**config.mk**
```make
export PLATFORM = sky130hd
export DESIGN_NAME = max_heap_priority_queue_top
export DESIGN_NICKNAME = d
export VERILOG_FILES = /design/src/rtl/core/mhpq_pkg.sv /design/src/rtl/core/mhpq_ram.sv /design/src/rtl/core/max_heap_priority_queue_top.sv
export SDC_FILE = /design/constraint.sdc
export NUM_CORES = 1
export LEC_CHECK = 0
export ABC_CLOCK_PERIOD_IN_PS = 5500
export BUFFER_PORTS_ARGS = -buffer_cell sky130_fd_sc_hd__buf_2
export CAP_MARGIN = 10
export CELL_PAD_IN_SITES_DETAIL_PLACEMENT = 1
export CELL_PAD_IN_SITES_GLOBAL_PLACEMENT = 2
export CORE_MARGIN = 2
export CORE_UTILIZATION = 30
export DETAILED_ROUTE_END_ITERATION = 16
export GPL_TIMING_DRIVEN = 0
export PLACE_DENSITY_LB_ADDON = 0.1
export SKIP_LAST_GASP = 1
export SLEW_MARGIN = 15
export SYNTH_ARGS = -nofsm -noshare
export SYNTH_HDL_FRONTEND = slang
export SYNTH_SLANG_ARGS = --single-unit
```
**constraint.sdc**
```tcl
create_clock -name clk -period 5.5 [get_ports clk]
set_clock_uncertainty 0.05 [all_clocks]
set_input_delay 0.275 -clock clk [delete_from_list [all_inputs] [get_ports clk]]
set_output_delay 0.275 -clock clk [all_outputs]
set_load 0.02 [all_outputs]
```
**src/rtl/core/mhpq_pkg.sv**
```systemverilog
// Shared types and constants for the binary max-heap priority queue.
// No dependencies; imported by the top level of the queue and by its testbench.
package mhpq_pkg;

    // Default number of heap slots.
    localparam int unsigned DEPTH_DEFAULT = 16;

    // Field widths fixed by the interface.
    localparam int unsigned ID_W   = 16;
    localparam int unsigned KEY_W  = 16;
    localparam int unsigned FILL_W = 5;
    localparam int unsigned STAT_W = 2;

    // Command codes carried on the input tuser.
    localparam logic CMD_INSERT  = 1'b0;
    localparam logic CMD_EXTRACT = 1'b1;

    // Result status codes.
    localparam logic [STAT_W-1:0] STAT_OK    = 2'd0;
    localparam logic [STAT_W-1:0] STAT_FULL  = 2'd1;
    localparam logic [STAT_W-1:0] STAT_EMPTY = 2'd2;

    // One heap slot: record id and its priority key.
    typedef struct packed {
        logic [ID_W-1:0]  id;
        logic [KEY_W-1:0] key;
    } entry_t;

endpackage

```
**src/rtl/core/mhpq_ram.sv**
```systemverilog
// Generic simple dual-port RAM: one write port, one read port, registered read.
// No dependencies.
module mhpq_ram #(
    parameter int unsigned WIDTH = 32,
    parameter int unsigned DEPTH = 16
) (
    input  logic                     clk,
    input  logic                     we,
    input  logic [$clog2(DEPTH)-1:0] waddr,
    input  logic [WIDTH-1:0]         wdata,
    input  logic                     re,
    input  logic [$clog2(DEPTH)-1:0] raddr,
    output logic [WIDTH-1:0]         rdata
);

    logic [WIDTH-1:0] mem_reg [DEPTH];
    logic [WIDTH-1:0] rdata_reg;

    // Write port.
    always_ff @(posedge clk)
    begin
        if (we)
        begin
            mem_reg[waddr] <= wdata;
        end
    end

    // Read port; the read data is registered and valid in the cycle after the read.
    always_ff @(posedge clk)
    begin
        if (re)
        begin
            rdata_reg <= mem_reg[raddr];
        end
    end

    assign rdata = rdata_reg;

endmodule

```
**src/rtl/core/max_heap_priority_queue_top.sv**
```systemverilog
// Top level of the binary max-heap priority queue: sequencer, count and result register.
// Depends on mhpq_pkg and the heap storage RAM mhpq_ram.
//
//  Channel   Dir  Beat contents
//  s_axis    in   tuser[0] command; tdata[15:0] book_id, tdata[31:16] page_count
//  m_axis    out  tuser[1:0] status; tdata[15:0] out_id, [31:16] out_pages,
//                 [36:32] fill_level, [39:37] zero
//
// An insert moves up a level per read of the parent and compare; an extract captures the root,
// fetches the last entry and moves down a level per left fetch, right fetch and compare; a
// dropped insert or an empty extract goes straight to the result. The single read port of the
// heap RAM, one slot per cycle, and one shared key comparator set this pacing. The input is
// ready again in the cycle after the result loads, so a new beat is taken only once the last
// one is finished.
// Reset clears the entry count and the sequencer; the heap RAM is not cleared.
// The input is ready only while the sequencer is idle; a finished result waits in ST_DONE
// until the output register is free or being emptied, and only then loads into it.
module max_heap_priority_queue_top
    import mhpq_pkg::*;
#(
    parameter int unsigned DEPTH = DEPTH_DEFAULT
) (
    input  logic        clk,
    input  logic        rst_n,
    input  logic        s_axis_tvalid,
    output logic        s_axis_tready,
    input  logic [31:0] s_axis_tdata,   // [15:0] book_id, [31:16] page_count
    input  logic [0:0]  s_axis_tuser,   // [0] command
    output logic        m_axis_tvalid,
    input  logic        m_axis_tready,
    output logic [39:0] m_axis_tdata,   // [15:0] out_id, [31:16] out_pages, [36:32] fill_level
    output logic [1:0]  m_axis_tuser    // [1:0] status
);

    localparam int unsigned IDX_W = (DEPTH > 1) ? $clog2(DEPTH) : 1;
    localparam int unsigned CNT_W = $clog2(DEPTH + 1);
    localparam int unsigned CHD_W = IDX_W + 2;

    // Sequencer state codes.
    localparam logic [3:0] ST_IDLE    = 4'd0;
    localparam logic [3:0] ST_UP_RD   = 4'd1;
    localparam logic [3:0] ST_UP_CMP  = 4'd2;
    localparam logic [3:0] ST_EX_ROOT = 4'd3;
    localparam logic [3:0] ST_EX_LAST = 4'd4;
    localparam logic [3:0] ST_DN_L    = 4'd5;
    localparam logic [3:0] ST_DN_R    = 4'd6;
    localparam logic [3:0] ST_DN_C    = 4'd7;
    localparam logic [3:0] ST_DONE    = 4'd8;

    logic [3:0]        state_reg,     state_next;
    logic [CNT_W-1:0]  count_reg,     count_next;
    logic [IDX_W-1:0]  pos_reg,       pos_next;
    entry_t            elem_reg,      elem_next;
    entry_t            best_reg,      best_next;
    logic              best_sel_reg,  best_sel_next;
    logic              rv_reg,        rv_next;
    logic [STAT_W-1:0] status_reg,    status_next;
    entry_t            res_reg,       res_next;

    logic              out_valid_reg, out_valid_next;
    logic [STAT_W-1:0] out_status_reg;
    entry_t            out_entry_reg;
    logic [FILL_W-1:0] out_fill_reg;

    logic              ram_we;
    logic [IDX_W-1:0]  ram_waddr;
    entry_t            ram_wdata;
    logic              ram_re;
    logic [IDX_W-1:0]  ram_raddr;
    entry_t            ram_rdata;

    logic              in_beat;
    logic              out_load;
    entry_t            in_entry;
    logic [CHD_W-1:0]  left_idx;
    logic [CHD_W-1:0]  right_idx;
    logic [CHD_W-1:0]  count_ext;
    logic [IDX_W-1:0]  parent_idx;
    logic [KEY_W-1:0]  cmp_a;
    logic [KEY_W-1:0]  cmp_b;
    logic              key_gt;
    logic              take_right;

    // Heap storage.
    mhpq_ram #(
        .WIDTH ($bits(entry_t)),
        .DEPTH (DEPTH)
    ) u_ram (
        .clk   (clk),
        .we    (ram_we),
        .waddr (ram_waddr),
        .wdata (ram_wdata),
        .re    (ram_re),
        .raddr (ram_raddr),
        .rdata (ram_rdata)
    );

    // Handshake and index arithmetic.
    assign s_axis_tready = (state_reg == ST_IDLE);
    assign in_beat       = s_axis_tvalid && s_axis_tready;
    assign out_load      = (state_reg == ST_DONE) && (!out_valid_reg || m_axis_tready);
    assign in_entry.id   = s_axis_tdata[15:0];
    assign in_entry.key  = s_axis_tdata[31:16];
    assign left_idx      = {1'b0, pos_reg, 1'b1};
    assign right_idx     = left_idx + CHD_W'(1);
    assign count_ext     = CHD_W'(count_reg);
    assign parent_idx    = (pos_reg - IDX_W'(1)) >> 1;

    // One key comparator shared by the sift-up and sift-down steps.
    assign cmp_a      = (state_reg == ST_UP_CMP) ? elem_reg.key : ram_rdata.key;
    assign cmp_b      = (state_reg == ST_UP_CMP) ? ram_rdata.key :
                        ((state_reg == ST_DN_R) ? elem_reg.key : best_reg.key);
    assign key_gt     = (cmp_a > cmp_b);
    assign take_right = rv_reg && key_gt;

    // Sequencer: the moving entry is held in elem_reg and written once its slot is found.
    always_comb
    begin
        state_next    = state_reg;
        count_next    = count_reg;
        pos_next      = pos_reg;
        elem_next     = elem_reg;
        best_next     = best_reg;
        best_sel_next = best_sel_reg;
        rv_next       = rv_reg;
        status_next   = status_reg;
        res_next      = res_reg;
        ram_we        = 1'b0;
        ram_waddr     = pos_reg;
        ram_wdata     = elem_reg;
        ram_re        = 1'b0;
        ram_raddr     = pos_reg;

        case (state_reg)
            ST_IDLE:
            begin
                if (in_beat)
                begin
                    status_next = STAT_OK;
                    res_next    = '0;
                    if (s_axis_tuser[0] == CMD_INSERT)
                    begin
                        if (count_reg < CNT_W'(DEPTH))
                        begin
                            pos_next   = IDX_W'(count_reg);
                            elem_next  = in_entry;
                            count_next = count_reg + CNT_W'(1);
                            state_next = ST_UP_RD;
                        end
                        else
                        begin
                            status_next = STAT_FULL;
                            state_next  = ST_DONE;
                        end
                    end
                    else
                    begin
                        if (count_reg != '0)
                        begin
                            ram_re     = 1'b1;
                            ram_raddr  = '0;
                            state_next = ST_EX_ROOT;
                        end
                        else
                        begin
                            status_next = STAT_EMPTY;
                            state_next  = ST_DONE;
                        end
                    end
                end
            end

            // Sift up: at the root the entry settles, else fetch the parent.
            ST_UP_RD:
            begin
                if (pos_reg == '0)
                begin
                    ram_we     = 1'b1;
                    state_next = ST_DONE;
                end
                else
                begin
                    ram_re     = 1'b1;
                    ram_raddr  = parent_idx;
                    state_next = ST_UP_CMP;
                end
            end

            ST_UP_CMP:
            begin
                if (key_gt)
                begin
                    ram_we     = 1'b1;
                    ram_wdata  = ram_rdata;
                    pos_next   = parent_idx;
                    state_next = ST_UP_RD;
                end
                else
                begin
                    ram_we     = 1'b1;
                    state_next = ST_DONE;
                end
            end

            // Extract: capture the root, then fetch the last entry.
            ST_EX_ROOT:
            begin
                res_next   = ram_rdata;
                ram_re     = 1'b1;
                ram_raddr  = IDX_W'(count_reg - CNT_W'(1));
                state_next = ST_EX_LAST;
            end

            ST_EX_LAST:
            begin
                elem_next  = ram_rdata;
                count_next = count_reg - CNT_W'(1);
                pos_next   = '0;
                if (count_reg == CNT_W'(1))
                begin
                    state_next = ST_DONE;
                end
                else
                begin
                    state_next = ST_DN_L;
                end
            end

            // Sift down: fetch the left child if it exists.
            ST_DN_L:
            begin
                if (left_idx < count_ext)
                begin
                    ram_re     = 1'b1;
                    ram_raddr  = IDX_W'(left_idx);
                    state_next = ST_DN_R;
                end
                else
                begin
                    ram_we     = 1'b1;
                    state_next = ST_DONE;
                end
            end

            // Keep the left child if strictly larger; fetch the right child if it exists.
            ST_DN_R:
            begin
                best_sel_next = key_gt;
                best_next     = key_gt ? ram_rdata : elem_reg;
                rv_next       = (right_idx < count_ext);
                ram_re        = (right_idx < count_ext);
                ram_raddr     = IDX_W'(right_idx);
                state_next    = ST_DN_C;
            end

            // Move the larger child up into the hole, or settle the entry.
            ST_DN_C:
            begin
                ram_we = 1'b1;
                if (take_right)
                begin
                    ram_wdata  = ram_rdata;
                    pos_next   = IDX_W'(right_idx);
                    state_next = ST_DN_L;
                end
                else if (best_sel_reg)
                begin
                    ram_wdata  = best_reg;
                    pos_next   = IDX_W'(left_idx);
                    state_next = ST_DN_L;
                end
                else
                begin
                    state_next = ST_DONE;
                end
            end

            ST_DONE:
            begin
                if (out_load)
                begin
                    state_next = ST_IDLE;
                end
            end

            default:
            begin
                state_next = ST_IDLE;
            end
        endcase
    end

    // Output valid tracks the result register.
    always_comb
    begin
        out_valid_next = out_valid_reg;
        if (out_load)
        begin
            out_valid_next = 1'b1;
        end
        else if (m_axis_tready)
        begin
            out_valid_next = 1'b0;
        end
    end

    // Control registers.
    always_ff @(posedge clk or negedge rst_n)
    begin
        if (!rst_n)
        begin
            state_reg     <= ST_IDLE;
            count_reg     <= '0;
            out_valid_reg <= 1'b0;
        end
        else
        begin
            state_reg     <= state_next;
            count_reg     <= count_next;
            out_valid_reg <= out_valid_next;
        end
    end

    // Working and payload registers.
    always_ff @(posedge clk)
    begin
        pos_reg      <= pos_next;
        elem_reg     <= elem_next;
        best_reg     <= best_next;
        best_sel_reg <= best_sel_next;
        rv_reg       <= rv_next;
        status_reg   <= status_next;
        res_reg      <= res_next;
        if (out_load)
        begin
            out_status_reg <= status_reg;
            out_entry_reg  <= res_reg;
            out_fill_reg   <= FILL_W'(count_reg);
        end
    end

    // Result beat.
    assign m_axis_tvalid = out_valid_reg;
    assign m_axis_tuser  = out_status_reg;
    assign m_axis_tdata  = {3'b000, out_fill_reg, out_entry_reg.key, out_entry_reg.id};

    // The entry count never passes the number of slots.
    a_count_bound: assert property (@(posedge clk) disable iff (!rst_n)
        count_reg <= CNT_W'(DEPTH))
        else $error("entry count exceeds heap depth");

    // An accepted beat always starts work.
    a_accept_busy: assert property (@(posedge clk) disable iff (!rst_n)
        in_beat |=> (state_reg != ST_IDLE))
        else $error("sequencer idle after accepted beat");

    // While sifting, writes only touch held slots.
    a_write_bound: assert property (@(posedge clk) disable iff (!rst_n)
        (ram_we && (state_reg != ST_IDLE)) |-> (CNT_W'(ram_waddr) < count_reg))
        else $error("heap write beyond held entries");

    // An empty result carries no entry and an empty heap.
    a_empty_result: assert property (@(posedge clk) disable iff (!rst_n)
        (m_axis_tvalid && (m_axis_tuser == STAT_EMPTY))
        |-> ((m_axis_tdata[31:0] == '0) && (m_axis_tdata[36:32] == '0)))
        else $error("empty status with nonzero payload");

endmodule

```
==> impl_metrics.prom, run 1 <==
# TYPE chip_impl_metric gauge
chip_impl_info{name="status",value="finished, final reports clean"} 1
chip_impl_metric{name="synth.ff_latch_count",unit=""} 697
chip_impl_metric{name="clk_pin_slew",unit="ps"} 60
chip_impl_metric{name="routed-via-count",unit=""} 15800
chip_impl_metric{name="yosys.cell_types.count",unit=""} 54
chip_impl_metric{name="initial_core_util",unit="%"} 30.2
chip_impl_metric{name="synth-edff-count",unit=""} 687
chip_impl_metric{name="timing.final.hold_violations",unit=""} 0
chip_impl_info{name="cts-root-buf",value="clkbuf_16"} 1
chip_impl_metric{name="clk_latency",unit="ps"} 660
chip_impl_metric{name="largest_reg_flops",unit=""} 512
chip_impl_metric{name="min_period",unit="ps"} 5190
chip_impl_metric{name="number_of_cell_instances_on_the_worst_register_to_register_path",unit=""} 20
chip_impl_metric{name="ir_drop",unit="mV"} 0.374
chip_impl_metric{name="max-clock-path-buffers",unit=""} 3
chip_impl_metric{name="numPortBuffers",unit=""} 77
chip_impl_metric{name="wire_per_inst",unit="um"} 28.4
chip_impl_metric{name="netlist_instances",unit=""} 1584
chip_impl_metric{name="report.final.slew_viol_count",unit=""} 0
chip_impl_info{name="kind_of_start_point_of_the_critical_path",value="flip-flop"} 1
chip_impl_metric{name="required",unit="ps"} 5900
chip_impl_metric{name="final_nets",unit=""} 1906
chip_impl_info{name="critPathCaptureType",value="flip-flop"} 1
chip_impl_metric{name="drtPass1Iterations",unit=""} 5
chip_impl_info{name="synthTopCellsByCount",value="edfxtp_1, nand2_1, mux4_2"} 1
chip_impl_metric{name="total_leakage_power",unit="uW"} 0.0118
chip_impl_metric{name="num_rows",unit=""} 113
chip_impl_metric{name="io_pins",unit=""} 81
chip_impl_info{name="synth_area_leader_cell",value="edfxtp_1"} 1
chip_impl_metric{name="global_route.usage.total",unit="%"} 18.5
chip_impl_metric{name="cp_max_fo",unit=""} 32
chip_impl_metric{name="synth.cell_area",unit="um^2"} 28700
chip_impl_info{name="worstReg2RegEnd",value="u_ram.mem_reg[8][22]"} 1
chip_impl_info{name="tritoncts_clock_tree",value="yes"} 1
chip_impl_metric{name="antenna_found_initial",unit=""} 3
chip_impl_metric{name="dp_slack",unit="ps"} -1360
chip_impl_metric{name="fin_total_pwr",unit="uW"} 21300
chip_impl_metric{name="flow.area_growth_from_synthesis",unit="%"} 22.0
chip_impl_metric{name="hold_path_depth",unit=""} 0
chip_impl_metric{name="ys_seq_area_share",unit="%"} 72.8
chip_impl_info{name="rsz0062_at_grt",value="true"} 1
chip_impl_metric{name="worst_slack",unit="ps"} 314
chip_impl_metric{name="final_layout_size_suffix_gt1_share",unit="%"} 27.4
chip_impl_metric{name="place.gp.congestion",unit=""} 0.759
chip_impl_metric{name="setup_total_negative_slack",unit="ps"} 0
chip_impl_info{name="critPathKind",value="flip-flop to flip-flop"} 1
chip_impl_metric{name="fmax",unit="MHz"} 193
chip_impl_metric{name="grt_first_pass_wirelength",unit="mm"} 129
chip_impl_metric{name="antenna_violating_nets_remaining",unit=""} 0
chip_impl_metric{name="clock_net_sink_count",unit=""} 697
chip_impl_metric{name="die_height",unit="um"} 313
chip_impl_metric{name="floorplan.die.width",unit="um"} 313
chip_impl_metric{name="remaining_drcs",unit=""} 0
chip_impl_metric{name="netlist.area_leader.share",unit="%"} 71.9
chip_impl_metric{name="placed_cells_incl_taps",unit=""} 2982
chip_impl_metric{name="final_cell_count_no_fill",unit=""} 3167
chip_impl_metric{name="setup.reg_to_reg.worst_slack",unit="ps"} 310
chip_impl_info{name="timing.hold.worst_endpoint",value="m_axis_tdata[0]"} 1
chip_impl_metric{name="core",unit="um^2"} 94900
chip_impl_info{name="min-delay-path-class",value="flip-flop to flip-flop"} 1
chip_impl_metric{name="maxCapViolCount",unit=""} 0
chip_impl_metric{name="grt_remaining_overflow",unit=""} 0
chip_impl_info{name="worstHoldStart",value="res_reg[16]"} 1
chip_impl_metric{name="htree_levels",unit=""} 3
chip_impl_metric{name="drt-initial-drc-count",unit=""} 1336
chip_impl_metric{name="worst_ep_arrival_time",unit="ps"} 5590
chip_impl_metric{name="cts-buffers-inserted",unit=""} 82
chip_impl_metric{name="post_detail_place_hpwl",unit="mm"} 59.0
chip_impl_metric{name="timing.final.setup_violations",unit=""} 0
chip_impl_metric{name="fillCellCount",unit=""} 9339
chip_impl_info{name="synth.area.top_cells",value="edfxtp_1, mux4_2, mux2i_1"} 1
chip_impl_metric{name="post-route-period-util",unit="%"} 94.3
chip_impl_metric{name="detail_route.wirelength",unit="mm"} 89.8
chip_impl_metric{name="die-area",unit="um^2"} 98100
chip_impl_metric{name="async_flop_share",unit="%"} 1.43
chip_impl_metric{name="worst_slew_slack_as_a_fraction_of_its_limit",unit="%"} 19.8
chip_impl_info{name="synthMostInstantiatedCell",value="edfxtp_1"} 1
chip_impl_metric{name="synth-warning-count",unit=""} 0
chip_impl_info{name="synthFlopType",value="edfxtp_1"} 1
chip_impl_metric{name="powerDensity",unit="nW/um^2"} 609
chip_impl_metric{name="tightest_slew",unit="ps"} 1200
chip_impl_metric{name="post_synth.cell_area_avg",unit="um^2"} 18.1
chip_impl_metric{name="grt_pass1_vias",unit=""} 17000
chip_impl_metric{name="drt-vias-per-instance",unit=""} 4.99
chip_impl_info{name="worst_r2r_startpoint",value="state_reg[1]"} 1
chip_impl_metric{name="grt_max_degree",unit=""} 33
chip_impl_metric{name="finalCoreUtilization",unit="%"} 36.9
## power by group
group	internal, uW	switching, uW	total [uW]
sequential	7170	434	7600
clock	3040	2260	5310
combinational	3460	4940	8400
total	13700	7640	21300
## worst max-delay path by stage
stage	cells after the start	start	to
after floorplan	18	state_reg[2]	pos_reg[0]
after global placement	9	pos_reg[0]	u_ram.mem_reg[2][20]
after detailed placement	19	state_reg[1]	u_ram.mem_reg[13][24]
after CTS	21	state_reg[1]	u_ram.mem_reg[4][8]
after global routing	20	state_reg[2]	u_ram.mem_reg[5][14]
final	20	state_reg[1]	u_ram.mem_reg[8][22]
## worst max-delay path: stages (launching register included)
cell and delay (ps):
dfrtp_1 440, buf_4 220, inv_1 100, nor2_1 230, nand2_1 150, clkinv_1 250, clkbuf_8 300, buf_12 240
nand2_1 80, a21oi_1 140, a21oi_1 60, ha_1 330, nand4_1 90, buf_4 170, or4_1 600, nand2_1 150
a31oi_4 50, nand2b_4 250, nor2_1 210, buf_4 370, a221o_2 420
## cells in the final DEF (no fill, tap or decap), types with 34 or more instances in the layout
master / Yosys / routed
a21oi_1: 45 / 43
and2_1: 35 / 34
buf_2: 10 / 90
clkbuf_1: 54 / 52
clkbuf_16: 0 / 82
dlygate4sd3_1: 0 / 37
edfxtp_1: 687 / 687
mux2i_1: 100 / 100
mux4_2: 128 / 128
nand2_1: 194 / 194
## cell type report
cell class	instances	area, um^2	area share, %
repair buffers	170	1570	4.49
inverters	14	52.6	0.150
clock buffers	98	2110	6.03
diodes	1	2.50	0.00715
well taps	1265	1580	4.52
flip-flops and latches	697	20900	59.6
plain buffers	88	522	1.49
multi-input cells	784	7810	22.3
clock inverters	50	474	1.35
## metrics by stage
stage | area, um^2 | hold slack, ps
final | 35000 | 362
after global routing | 35000 | 362
after CTS | 34700 | 332
after detailed placement | 31600 | 117
after global placement | 30700 | 113
after floorplan | 28700 | -70.6
## layer usage
layer | track usage [%] | vias to the layer above | wire [um]
li1 | - | 6823 | -
met1 | 26.7 | 8549 | 42500
met2 | 29.9 | 343 | 42700
met3 | 2.38 | 89 | 3370
met4 | 4.20 | 0 | 1340
met5 | 0 | - | 0
## cells by family (layout without fill, tap and decap cells)
logic type               Yosys count  count (layout)  synth area share, %
other                              1               4               0.0131
AND/OR/NAND/NOR                  350             350                 5.61
AO/OA/AOI/OAI                    125             125                 3.15
XOR/XNOR                          14              14                0.427
multiplexers                     260             260                 14.8
flip-flops                       697             697                 72.8
buffers and inverters            105             420                 1.86
adder cells (fa/ha/maj)           32              32                 1.40
## what timing repair did
item | in CTS | in global routing
pin swaps | 1 | 2
buffers inserted | 1 | 1
endpoints found under the hold margin | 46 | 0
gates resized for setup | 59 | 48
endpoints found under the setup margin | 545 | 545
hold buffers | 37 | 0
No activity file was read; power rests on OpenSTA's default activity.
==> inputs of run 2 (changes only) <==
--- a/config.mk
+++ b/config.mk
@@ -10,7 +10,7 @@
 export CAP_MARGIN = 10
 export CELL_PAD_IN_SITES_DETAIL_PLACEMENT = 1
 export CELL_PAD_IN_SITES_GLOBAL_PLACEMENT = 2
-export CORE_MARGIN = 2
+export CORE_MARGIN = 1
 export CORE_UTILIZATION = 30
 export DETAILED_ROUTE_END_ITERATION = 16
 export GPL_TIMING_DRIVEN = 0
==> impl_metrics.prom, run 2 (synthesis results as in run 1) <==
# TYPE chip_impl_metric gauge
chip_impl_info{name="min-delay-path-class",value="input port to flip-flop"} 1
chip_impl_metric{name="die_height",unit="um"} 311
chip_impl_metric{name="fmax",unit="MHz"} 188
chip_impl_metric{name="placed_cells_incl_taps",unit=""} 2985
chip_impl_metric{name="core",unit="um^2"} 94900
chip_impl_info{name="critPathCaptureType",value="flip-flop"} 1
chip_impl_info{name="worstReg2RegEnd",value="u_ram.mem_reg[4][19]"} 1
chip_impl_info{name="timing.hold.worst_endpoint",value="elem_reg[27]"} 1
chip_impl_metric{name="timing.final.setup_violations",unit=""} 0
chip_impl_metric{name="post-route-period-util",unit="%"} 96.6
chip_impl_metric{name="global_route.usage.total",unit="%"} 18.8
chip_impl_metric{name="initial_core_util",unit="%"} 30.2
chip_impl_metric{name="htree_levels",unit=""} 3
chip_impl_metric{name="hold_path_depth",unit=""} 3
chip_impl_metric{name="remaining_drcs",unit=""} 0
chip_impl_metric{name="worst_ep_arrival_time",unit="ps"} 5580
chip_impl_info{name="kind_of_start_point_of_the_critical_path",value="flip-flop"} 1
chip_impl_metric{name="powerDensity",unit="nW/um^2"} 611
chip_impl_info{name="crit_top_cell",value="a21oi_1"} 1
chip_impl_info{name="rsz0062_at_grt",value="true"} 1
chip_impl_metric{name="die-area",unit="um^2"} 96900
chip_impl_metric{name="max-clock-path-buffers",unit=""} 3
chip_impl_metric{name="power.share.switching",unit="%"} 35.5
chip_impl_metric{name="setup.reg_to_reg.worst_slack",unit="ps"} 190
chip_impl_info{name="most-common-layout-cells",value="edfxtp_1, nand2_1, mux4_2"} 1
chip_impl_metric{name="post_detail_place_hpwl",unit="mm"} 59.9
chip_impl_metric{name="required",unit="ps"} 5770
chip_impl_metric{name="clk_pin_slew",unit="ps"} 60
chip_impl_metric{name="wire_per_inst",unit="um"} 28.4
chip_impl_metric{name="num_rows",unit=""} 113
chip_impl_metric{name="timing.final.hold_violations",unit=""} 0
chip_impl_metric{name="report.final.slew_viol_count",unit=""} 0
chip_impl_metric{name="flow.area_growth_from_synthesis",unit="%"} 21.6
chip_impl_metric{name="numPortBuffers",unit=""} 77
chip_impl_metric{name="dp_slack",unit="ps"} -1440
chip_impl_metric{name="comb_power_share",unit="%"} 39.3
chip_impl_metric{name="final_cell_count_no_fill",unit=""} 3167
chip_impl_metric{name="largest_reg_flops",unit=""} 512
chip_impl_metric{name="tightest_slew",unit="ps"} 1270
chip_impl_info{name="status",value="finished, final reports clean"} 1
chip_impl_metric{name="worst_slew_slack_as_a_fraction_of_its_limit",unit="%"} 15.6
chip_impl_metric{name="floorplan.die.width",unit="um"} 311
chip_impl_metric{name="number_of_cell_instances_on_the_worst_register_to_register_path",unit=""} 14
chip_impl_metric{name="io_pins",unit=""} 81
chip_impl_metric{name="place.gp.congestion",unit=""} 0.736
chip_impl_metric{name="worst_slack",unit="ps"} 187
chip_impl_metric{name="antenna_found_initial",unit=""} 5
chip_impl_metric{name="total_leakage_power",unit="uW"} 0.0118
chip_impl_metric{name="final_nets",unit=""} 1908
chip_impl_metric{name="antenna_violating_nets_remaining",unit=""} 0
chip_impl_metric{name="grt_remaining_overflow",unit=""} 0
chip_impl_metric{name="ir_drop",unit="mV"} 0.388
chip_impl_metric{name="drt-vias-per-instance",unit=""} 5.03
chip_impl_info{name="critical-path-slowest-cell",value="a21oi_1"} 1
chip_impl_metric{name="maxCapViolCount",unit=""} 0
chip_impl_info{name="worst_r2r_startpoint",value="state_reg[3]"} 1
chip_impl_metric{name="cp_max_fo",unit=""} 16
chip_impl_metric{name="power_switching",unit="uW"} 7570
chip_impl_metric{name="cts-buffers-inserted",unit=""} 82
chip_impl_info{name="cts-root-buf",value="clkbuf_16"} 1
chip_impl_metric{name="final_layout_size_suffix_gt1_share",unit="%"} 27.8
chip_impl_metric{name="drt-initial-drc-count",unit=""} 1190
chip_impl_metric{name="critical_path.max_stage_delay",unit="ps"} 620
chip_impl_metric{name="intPower",unit="uW"} 13800
chip_impl_metric{name="grt_pass1_vias",unit=""} 17000
chip_impl_metric{name="clock_net_sink_count",unit=""} 697
chip_impl_info{name="path_cells",value="buf_2 > nor3_1 > clkbuf_1 > clkbuf_2 > a21oi_1 > a21oi_1 > ha_1 > a21o_1 > a21o_1 > a21oi_1 > nand3_1 > and3_2 > clkbuf_4 > a221o_2"} 1
chip_impl_info{name="mostFrequentLayoutCell",value="edfxtp_1"} 1
chip_impl_info{name="tritoncts_clock_tree",value="yes"} 1
chip_impl_metric{name="seqPwrFrac",unit="%"} 35.6
chip_impl_metric{name="clk_latency",unit="ps"} 640
chip_impl_metric{name="drtPass1Iterations",unit=""} 5
chip_impl_metric{name="detail_route.wirelength",unit="mm"} 90.1
chip_impl_info{name="worstHoldStart",value="s_axis_tdata[11]"} 1
chip_impl_metric{name="p_clk_share",unit="%"} 25.1
chip_impl_metric{name="grt_first_pass_wirelength",unit="mm"} 128
chip_impl_metric{name="routed-via-count",unit=""} 15900
chip_impl_info{name="critPathKind",value="flip-flop to flip-flop"} 1
chip_impl_metric{name="grt_max_degree",unit=""} 33
chip_impl_metric{name="min_period",unit="ps"} 5310
run 2: changes by cell type in the layout (fill, tap and decap cells not counted), sizes merged:
cell / previous run / this run
dlygate4sd3: 37 / 35
buf: 172 / 177
clkinv: 36 / 29
inv: 17 / 15
clkbuf: 147 / 153
run 2: worst max-delay path, delay by kind of cell (launching register included):
kind / cells / cell delay (ps)
AOI/OAI and AO/OA: 6 / 1790
buffers and inverters: 4 / 1470
and+or+nand+nor: 3 / 950
DFF: 1 / 420
adders and majority gates: 1 / 270
run 2: layout make-up:
type	instances	area, um^2
Multi-Input combinational cell	784	7600
Clock inverter	41	359
Inverter	14	56.3
Tap cell	1265	1580
Clock buffer	105	2260
Buffer	88	524
Timing Repair Buffer	172	1630
Sequential cell	697	20900
Fill cell	9364	60000
Antenna cell	1	2.50
run 2: what timing repair did:
action / in CTS / in global routing
endpoints found under the setup margin: 545 / 527
pin swaps: 1 / 0
gates resized for setup: 68 / 16
hold buffers: 35 / 0
hold endpoints to repair: 44 / 0
setup buffers: 1 / 2
run 2: metrics by stage:
| step | total power, uW | util [%] | cell area (um^2) | hold slack, ps | TNS, ps |
|---|---|---|---|---|---|
| global placement | 15900 | 32.3 | 30700 | 117 | -2703050 |
| detailed placement | 16200 | 33.4 | 31700 | 127 | -643240 |
| CTS | 21700 | 36.7 | 34800 | 14.1 | 0 |
| floorplan | 12900 | - | 28700 | -70.6 | 0 |
| global route | 22400 | 36.8 | 34900 | 25.4 | -42.2 |
| finish | 21300 | 36.8 | 34900 | 32.9 | 0 |
run 2: power by group through the flow:
stage | sequential [uW] | clock [uW] | combinational [uW]
6_report | 7600 | 5360 | 8380
5_1_grt | 7670 | 5690 | 9050
4_1_cts | 7610 | 5510 | 8600
3_5_place_dp | 7720 | 0 | 8480
3_3_place_gp | 7760 | 0 | 8160
2_1_floorplan | 7560 | 0 | 5320
run 2: per-layer routing:
| metal | share of wire, % | wire length (um) | vias to the layer above | GRT usage, % |
|---|---|---|---|---|
| met2 | 46 | 41700 | 415 | 29.4 |
| met5 | 0 | 0 | - | 0 |
| met1 | 47 | 42800 | 8602 | 27.3 |
| li1 | - | - | 6808 | - |
| met3 | 4.6 | 4150 | 100 | 2.58 |
| met4 | 1.6 | 1490 | 0 | 4.80 |
run 2: worst max path at each step:
stage | slack [ps] | endpoint | start | cells past startpoint
floorplan | 220 | pos_reg[0] | state_reg[2] | 18
global placement | -3820 | u_ram.mem_reg[2][20] | pos_reg[0] | 9
detailed placement | -1440 | u_ram.mem_reg[9][19] | state_reg[2] | 18
CTS | 20 | u_ram.mem_reg[14][9] | state_reg[2] | 19
global route | -7 | u_ram.mem_reg[6][19] | state_reg[3] | 14
finish | 190 | u_ram.mem_reg[4][19] | state_reg[3] | 14
==> inputs of run 3 (changes only) <==
--- a/config.mk
+++ b/config.mk
@@ -19,4 +19,5 @@
 export SLEW_MARGIN = 15
 export SYNTH_ARGS = -nofsm -noshare
 export SYNTH_HDL_FRONTEND = slang
+export SYNTH_HIERARCHICAL = 1
 export SYNTH_SLANG_ARGS = --single-unit
==> impl_metrics.prom, run 3 <==
# TYPE chip_impl_metric gauge
chip_impl_metric{name="core",unit="um^2"} 93500
chip_impl_metric{name="global_route.usage.total",unit="%"} 17.3
chip_impl_metric{name="die-area",unit="um^2"} 95700
chip_impl_metric{name="numPortBuffers",unit=""} 77
chip_impl_info{name="tritoncts_clock_tree",value="yes"} 1
chip_impl_metric{name="synth_compound_area_share",unit="%"} 4.96
chip_impl_info{name="status",value="finished, final reports clean"} 1
chip_impl_metric{name="drtPass1Iterations",unit=""} 7
chip_impl_metric{name="powerDensity",unit="nW/um^2"} 642
chip_impl_info{name="worstReg2RegEnd",value="u_ram/mem_reg[0][22]"} 1
chip_impl_metric{name="grt_first_pass_wirelength",unit="mm"} 118
chip_impl_metric{name="drt-initial-drc-count",unit=""} 1103
chip_impl_metric{name="synthSimpleGateAreaFrac",unit="%"} 6.42
chip_impl_metric{name="ys_seq_area_share",unit="%"} 73.6
chip_impl_metric{name="timing.final.hold_violations",unit=""} 0
chip_impl_metric{name="clk_pin_slew",unit="ps"} 60
chip_impl_metric{name="drt-vias-per-instance",unit=""} 4.89
chip_impl_metric{name="worst_ep_arrival_time",unit="ps"} 5420
chip_impl_metric{name="detail_route.wirelength",unit="mm"} 81.8
chip_impl_metric{name="wire_per_inst",unit="um"} 26.0
chip_impl_info{name="synthMostInstantiatedCell",value="edfxtp_1"} 1
chip_impl_metric{name="post_detail_place_hpwl",unit="mm"} 57.4
chip_impl_info{name="worst_r2r_startpoint",value="state_reg[1]"} 1
chip_impl_metric{name="final_cell_area",unit="um^2"} 34300
chip_impl_metric{name="largest_reg_flops",unit=""} 512
chip_impl_metric{name="antenna_violating_nets_remaining",unit=""} 0
chip_impl_metric{name="place.gp.congestion",unit=""} 0.771
chip_impl_metric{name="dp_slack",unit="ps"} -562
chip_impl_metric{name="postPlaceCellArea",unit="um^2"} 31100
chip_impl_metric{name="post_synthesis_xor_xnor_area_fraction",unit="%"} 0.340
chip_impl_metric{name="netlist_instances",unit=""} 1587
chip_impl_metric{name="hold_path_depth",unit=""} 0
chip_impl_metric{name="timing.critical_path.buf_inv",unit=""} 8
chip_impl_metric{name="die_height",unit="um"} 309
chip_impl_metric{name="fillCellCount",unit=""} 9271
chip_impl_metric{name="ir_drop",unit="mV"} 0.380
chip_impl_metric{name="synth-edff-count",unit=""} 687
chip_impl_metric{name="yosys.cell_types.count",unit=""} 60
chip_impl_metric{name="cp_max_fo",unit=""} 28
chip_impl_metric{name="synth.cell_area",unit="um^2"} 28400
chip_impl_info{name="dominant_combinational_cell_family_by_area_after_synthesis",value="multiplexers"} 1
chip_impl_info{name="worstHoldStart",value="res_reg[27]"} 1
chip_impl_info{name="critical-path-slowest-cell",value="a221o_2"} 1
chip_impl_metric{name="netlist.area_leader.share",unit="%"} 72.8
chip_impl_metric{name="antenna_found_initial",unit=""} 4
chip_impl_metric{name="setup.reg_to_reg.worst_slack",unit="ps"} 350
chip_impl_metric{name="async_flop_share",unit="%"} 1.43
chip_impl_metric{name="io_pins",unit=""} 81
chip_impl_metric{name="fmax",unit="MHz"} 194
chip_impl_metric{name="grt_pass1_vias",unit=""} 16900
chip_impl_metric{name="initial_core_util",unit="%"} 30.3
chip_impl_metric{name="crit_cells",unit=""} 21
chip_impl_metric{name="min_period",unit="ps"} 5150
chip_impl_metric{name="total_leakage_power",unit="uW"} 0.0114
chip_impl_metric{name="critical_path.max_stage_delay",unit="ps"} 560
chip_impl_info{name="critPathKind",value="flip-flop to flip-flop"} 1
chip_impl_metric{name="cts-buffers-inserted",unit=""} 81
chip_impl_metric{name="final_layout_size_suffix_gt1_share",unit="%"} 26.2
chip_impl_metric{name="number_of_cell_instances_on_the_worst_register_to_register_path",unit=""} 21
chip_impl_info{name="path_cells",value="clkbuf_4 > inv_1 > nor2_1 > nand2_1 > inv_1 > buf_2 > buf_6 > buf_12 > nand2_1 > a21oi_1 > a21oi_1 > ha_1 > nand4_1 > or2_4 > a211oi_4 > nor4b_4 > buf_4 > nor4_4 > a211oi_2 > buf_6 > a221o_2"} 1
chip_impl_metric{name="required",unit="ps"} 5760
chip_impl_info{name="min-delay-path-class",value="flip-flop to flip-flop"} 1
chip_impl_metric{name="final_nets",unit=""} 1899
chip_impl_metric{name="tightest_slew",unit="ps"} 1050
chip_impl_info{name="synthFlopType",value="edfxtp_1"} 1
chip_impl_metric{name="clk_latency",unit="ps"} 630
chip_impl_metric{name="synth_fa_ha_area_share",unit="%"} 1.28
chip_impl_info{name="critical_path.top_delay_family",value="buffers and inverters"} 1
chip_impl_info{name="critPathCaptureType",value="flip-flop"} 1
chip_impl_metric{name="post_synth.cell_area_avg",unit="um^2"} 17.9
chip_impl_metric{name="maxCapViolCount",unit=""} 0
chip_impl_metric{name="synth.area.mux_share",unit="%"} 11.7
chip_impl_info{name="kind_of_start_point_of_the_critical_path",value="flip-flop"} 1
chip_impl_info{name="synth_area_leader_cell",value="edfxtp_1"} 1
chip_impl_metric{name="floorplan.die.width",unit="um"} 309
chip_impl_metric{name="worst_slack",unit="ps"} 346
chip_impl_info{name="timing.hold.worst_endpoint",value="m_axis_tdata[11]"} 1
chip_impl_metric{name="max-clock-path-buffers",unit=""} 3
chip_impl_metric{name="synth-warning-count",unit=""} 6
chip_impl_metric{name="timing.final.setup_violations",unit=""} 0
chip_impl_metric{name="flow.area_growth_from_synthesis",unit="%"} 20.8
chip_impl_metric{name="clock_net_sink_count",unit=""} 697
chip_impl_metric{name="remaining_drcs",unit=""} 0
chip_impl_metric{name="grt_max_degree",unit=""} 33
chip_impl_metric{name="post-route-period-util",unit="%"} 93.7
chip_impl_metric{name="report.final.slew_viol_count",unit=""} 0
chip_impl_info{name="synthTopCellsByCount",value="edfxtp_1, nand2_1, mux4_2"} 1
chip_impl_metric{name="routed-via-count",unit=""} 15400
chip_impl_metric{name="grt_remaining_overflow",unit=""} 0
chip_impl_metric{name="num_rows",unit=""} 112
chip_impl_metric{name="worst_slew_slack_as_a_fraction_of_its_limit",unit="%"} 30.3
chip_impl_info{name="mostFrequentLayoutCell",value="edfxtp_1"} 1
chip_impl_info{name="synth.area.top_cells",value="edfxtp_1, mux4_2, nand2_1"} 1
chip_impl_metric{name="htree_levels",unit=""} 3
chip_impl_info{name="cts-root-buf",value="clkbuf_16"} 1
chip_impl_info{name="most-common-layout-cells",value="edfxtp_1, nand2_1, mux4_2"} 1
chip_impl_metric{name="synth.ff_latch_count",unit=""} 697
==> run 3: cell count changes after synthesis, sizes merged, moves of 3 or more <==
| cell | change |
|---|---|
| and3 | -27 |
| clkbuf | -6 |
| ha | -3 |
| a22oi | +65 |
| a21oi | +4 |
| buf | +6 |
| o21bai | +3 |
| and2 | +29 |
| a21o | -6 |
| nand3b | +3 |
| o21ai | -6 |
| o211ai | +4 |
| mux2i | -96 |
| nand2 | +33 |
==> run 3: timing repair <==
item,in CTS,in global routing
hold buffers,37,0
resized for setup,36,17
hold endpoints to repair,49,0
buffers inserted,1,0
setup endpoints to repair,511,500
gates cloned,0,0
==> run 3: final cells by class <==
| type | instances | area (um^2) | share of cell area, % |
|---|---|---|---|
| plain buffers | 91 | 450 | 1.31 |
| inverters | 13 | 48.8 | 0.142 |
| diodes | 1 | 2.50 | 0.00730 |
| well taps | 1254 | 1570 | 4.58 |
| multi-input cells | 788 | 7260 | 21.2 |
| flip-flops and latches | 697 | 20900 | 60.9 |
| repair buffers | 161 | 1470 | 4.29 |
| clock buffers | 109 | 2180 | 6.38 |
| clock inverters | 38 | 402 | 1.17 |
==> run 3: worst max-delay path by stage <==
stage | from | end | slack (ps)
after floorplan | state_reg[1] | pos_reg[0] | 450
after global placement | pos_reg[0] | u_ram/mem_reg[8][14] | -3200
after detailed placement | state_reg[1] | u_ram/mem_reg[0][24] | -560
after CTS | state_reg[1] | u_ram/mem_reg[3][24] | 120
after global routing | state_reg[1] | u_ram/mem_reg[0][22] | -2
final | state_reg[1] | u_ram/mem_reg[0][22] | 350
==> run 3: routing by layer <==
layer  track usage [%]  vias up  wire length [um]
li1                  -     6814                 -
met1              23.2     8213             36700
met2              29.4      302             40500
met3              2.24       94              2940
met4              4.90        0              1650
met5                 0        -                 0
==> run 3: where the power goes <==
group	internal, uW	switching, uW
clock network	3120	2150
logic	3380	5460
registers	7420	456
==> run 3: metrics by stage <==
step / hold WS, ps / std cells / TNS [ps] / total power (uW) / utilization (%)
2_1_floorplan: -70.6 / 1589 / 0 / 13400 / -
3_3_place_gp: 122 / 2920 / -1606180 / 16700 / 32.4
3_5_place_dp: 124 / 2966 / -179360 / 17000 / 33.3
4_1_cts: 365 / 3151 / 0 / 22400 / 36.5
5_1_grt: 369 / 3151 / -3.34 / 23200 / 36.7
6_report: 367 / 3152 / 0 / 22000 / 36.7
==> run 3: kinds of logic (layout without fill, tap and decap cells) <==
logic type / Yosys count / in the layout
multiplexers: 166 / 166
flip-flops: 697 / 697
AO/OA/AOI/OAI: 189 / 189
AND/OR/NAND/NOR: 390 / 390
adder cells (fa/ha/maj): 29 / 29
other: 1 / 4
buffers and inverters: 104 / 412
XOR/XNOR: 11 / 11
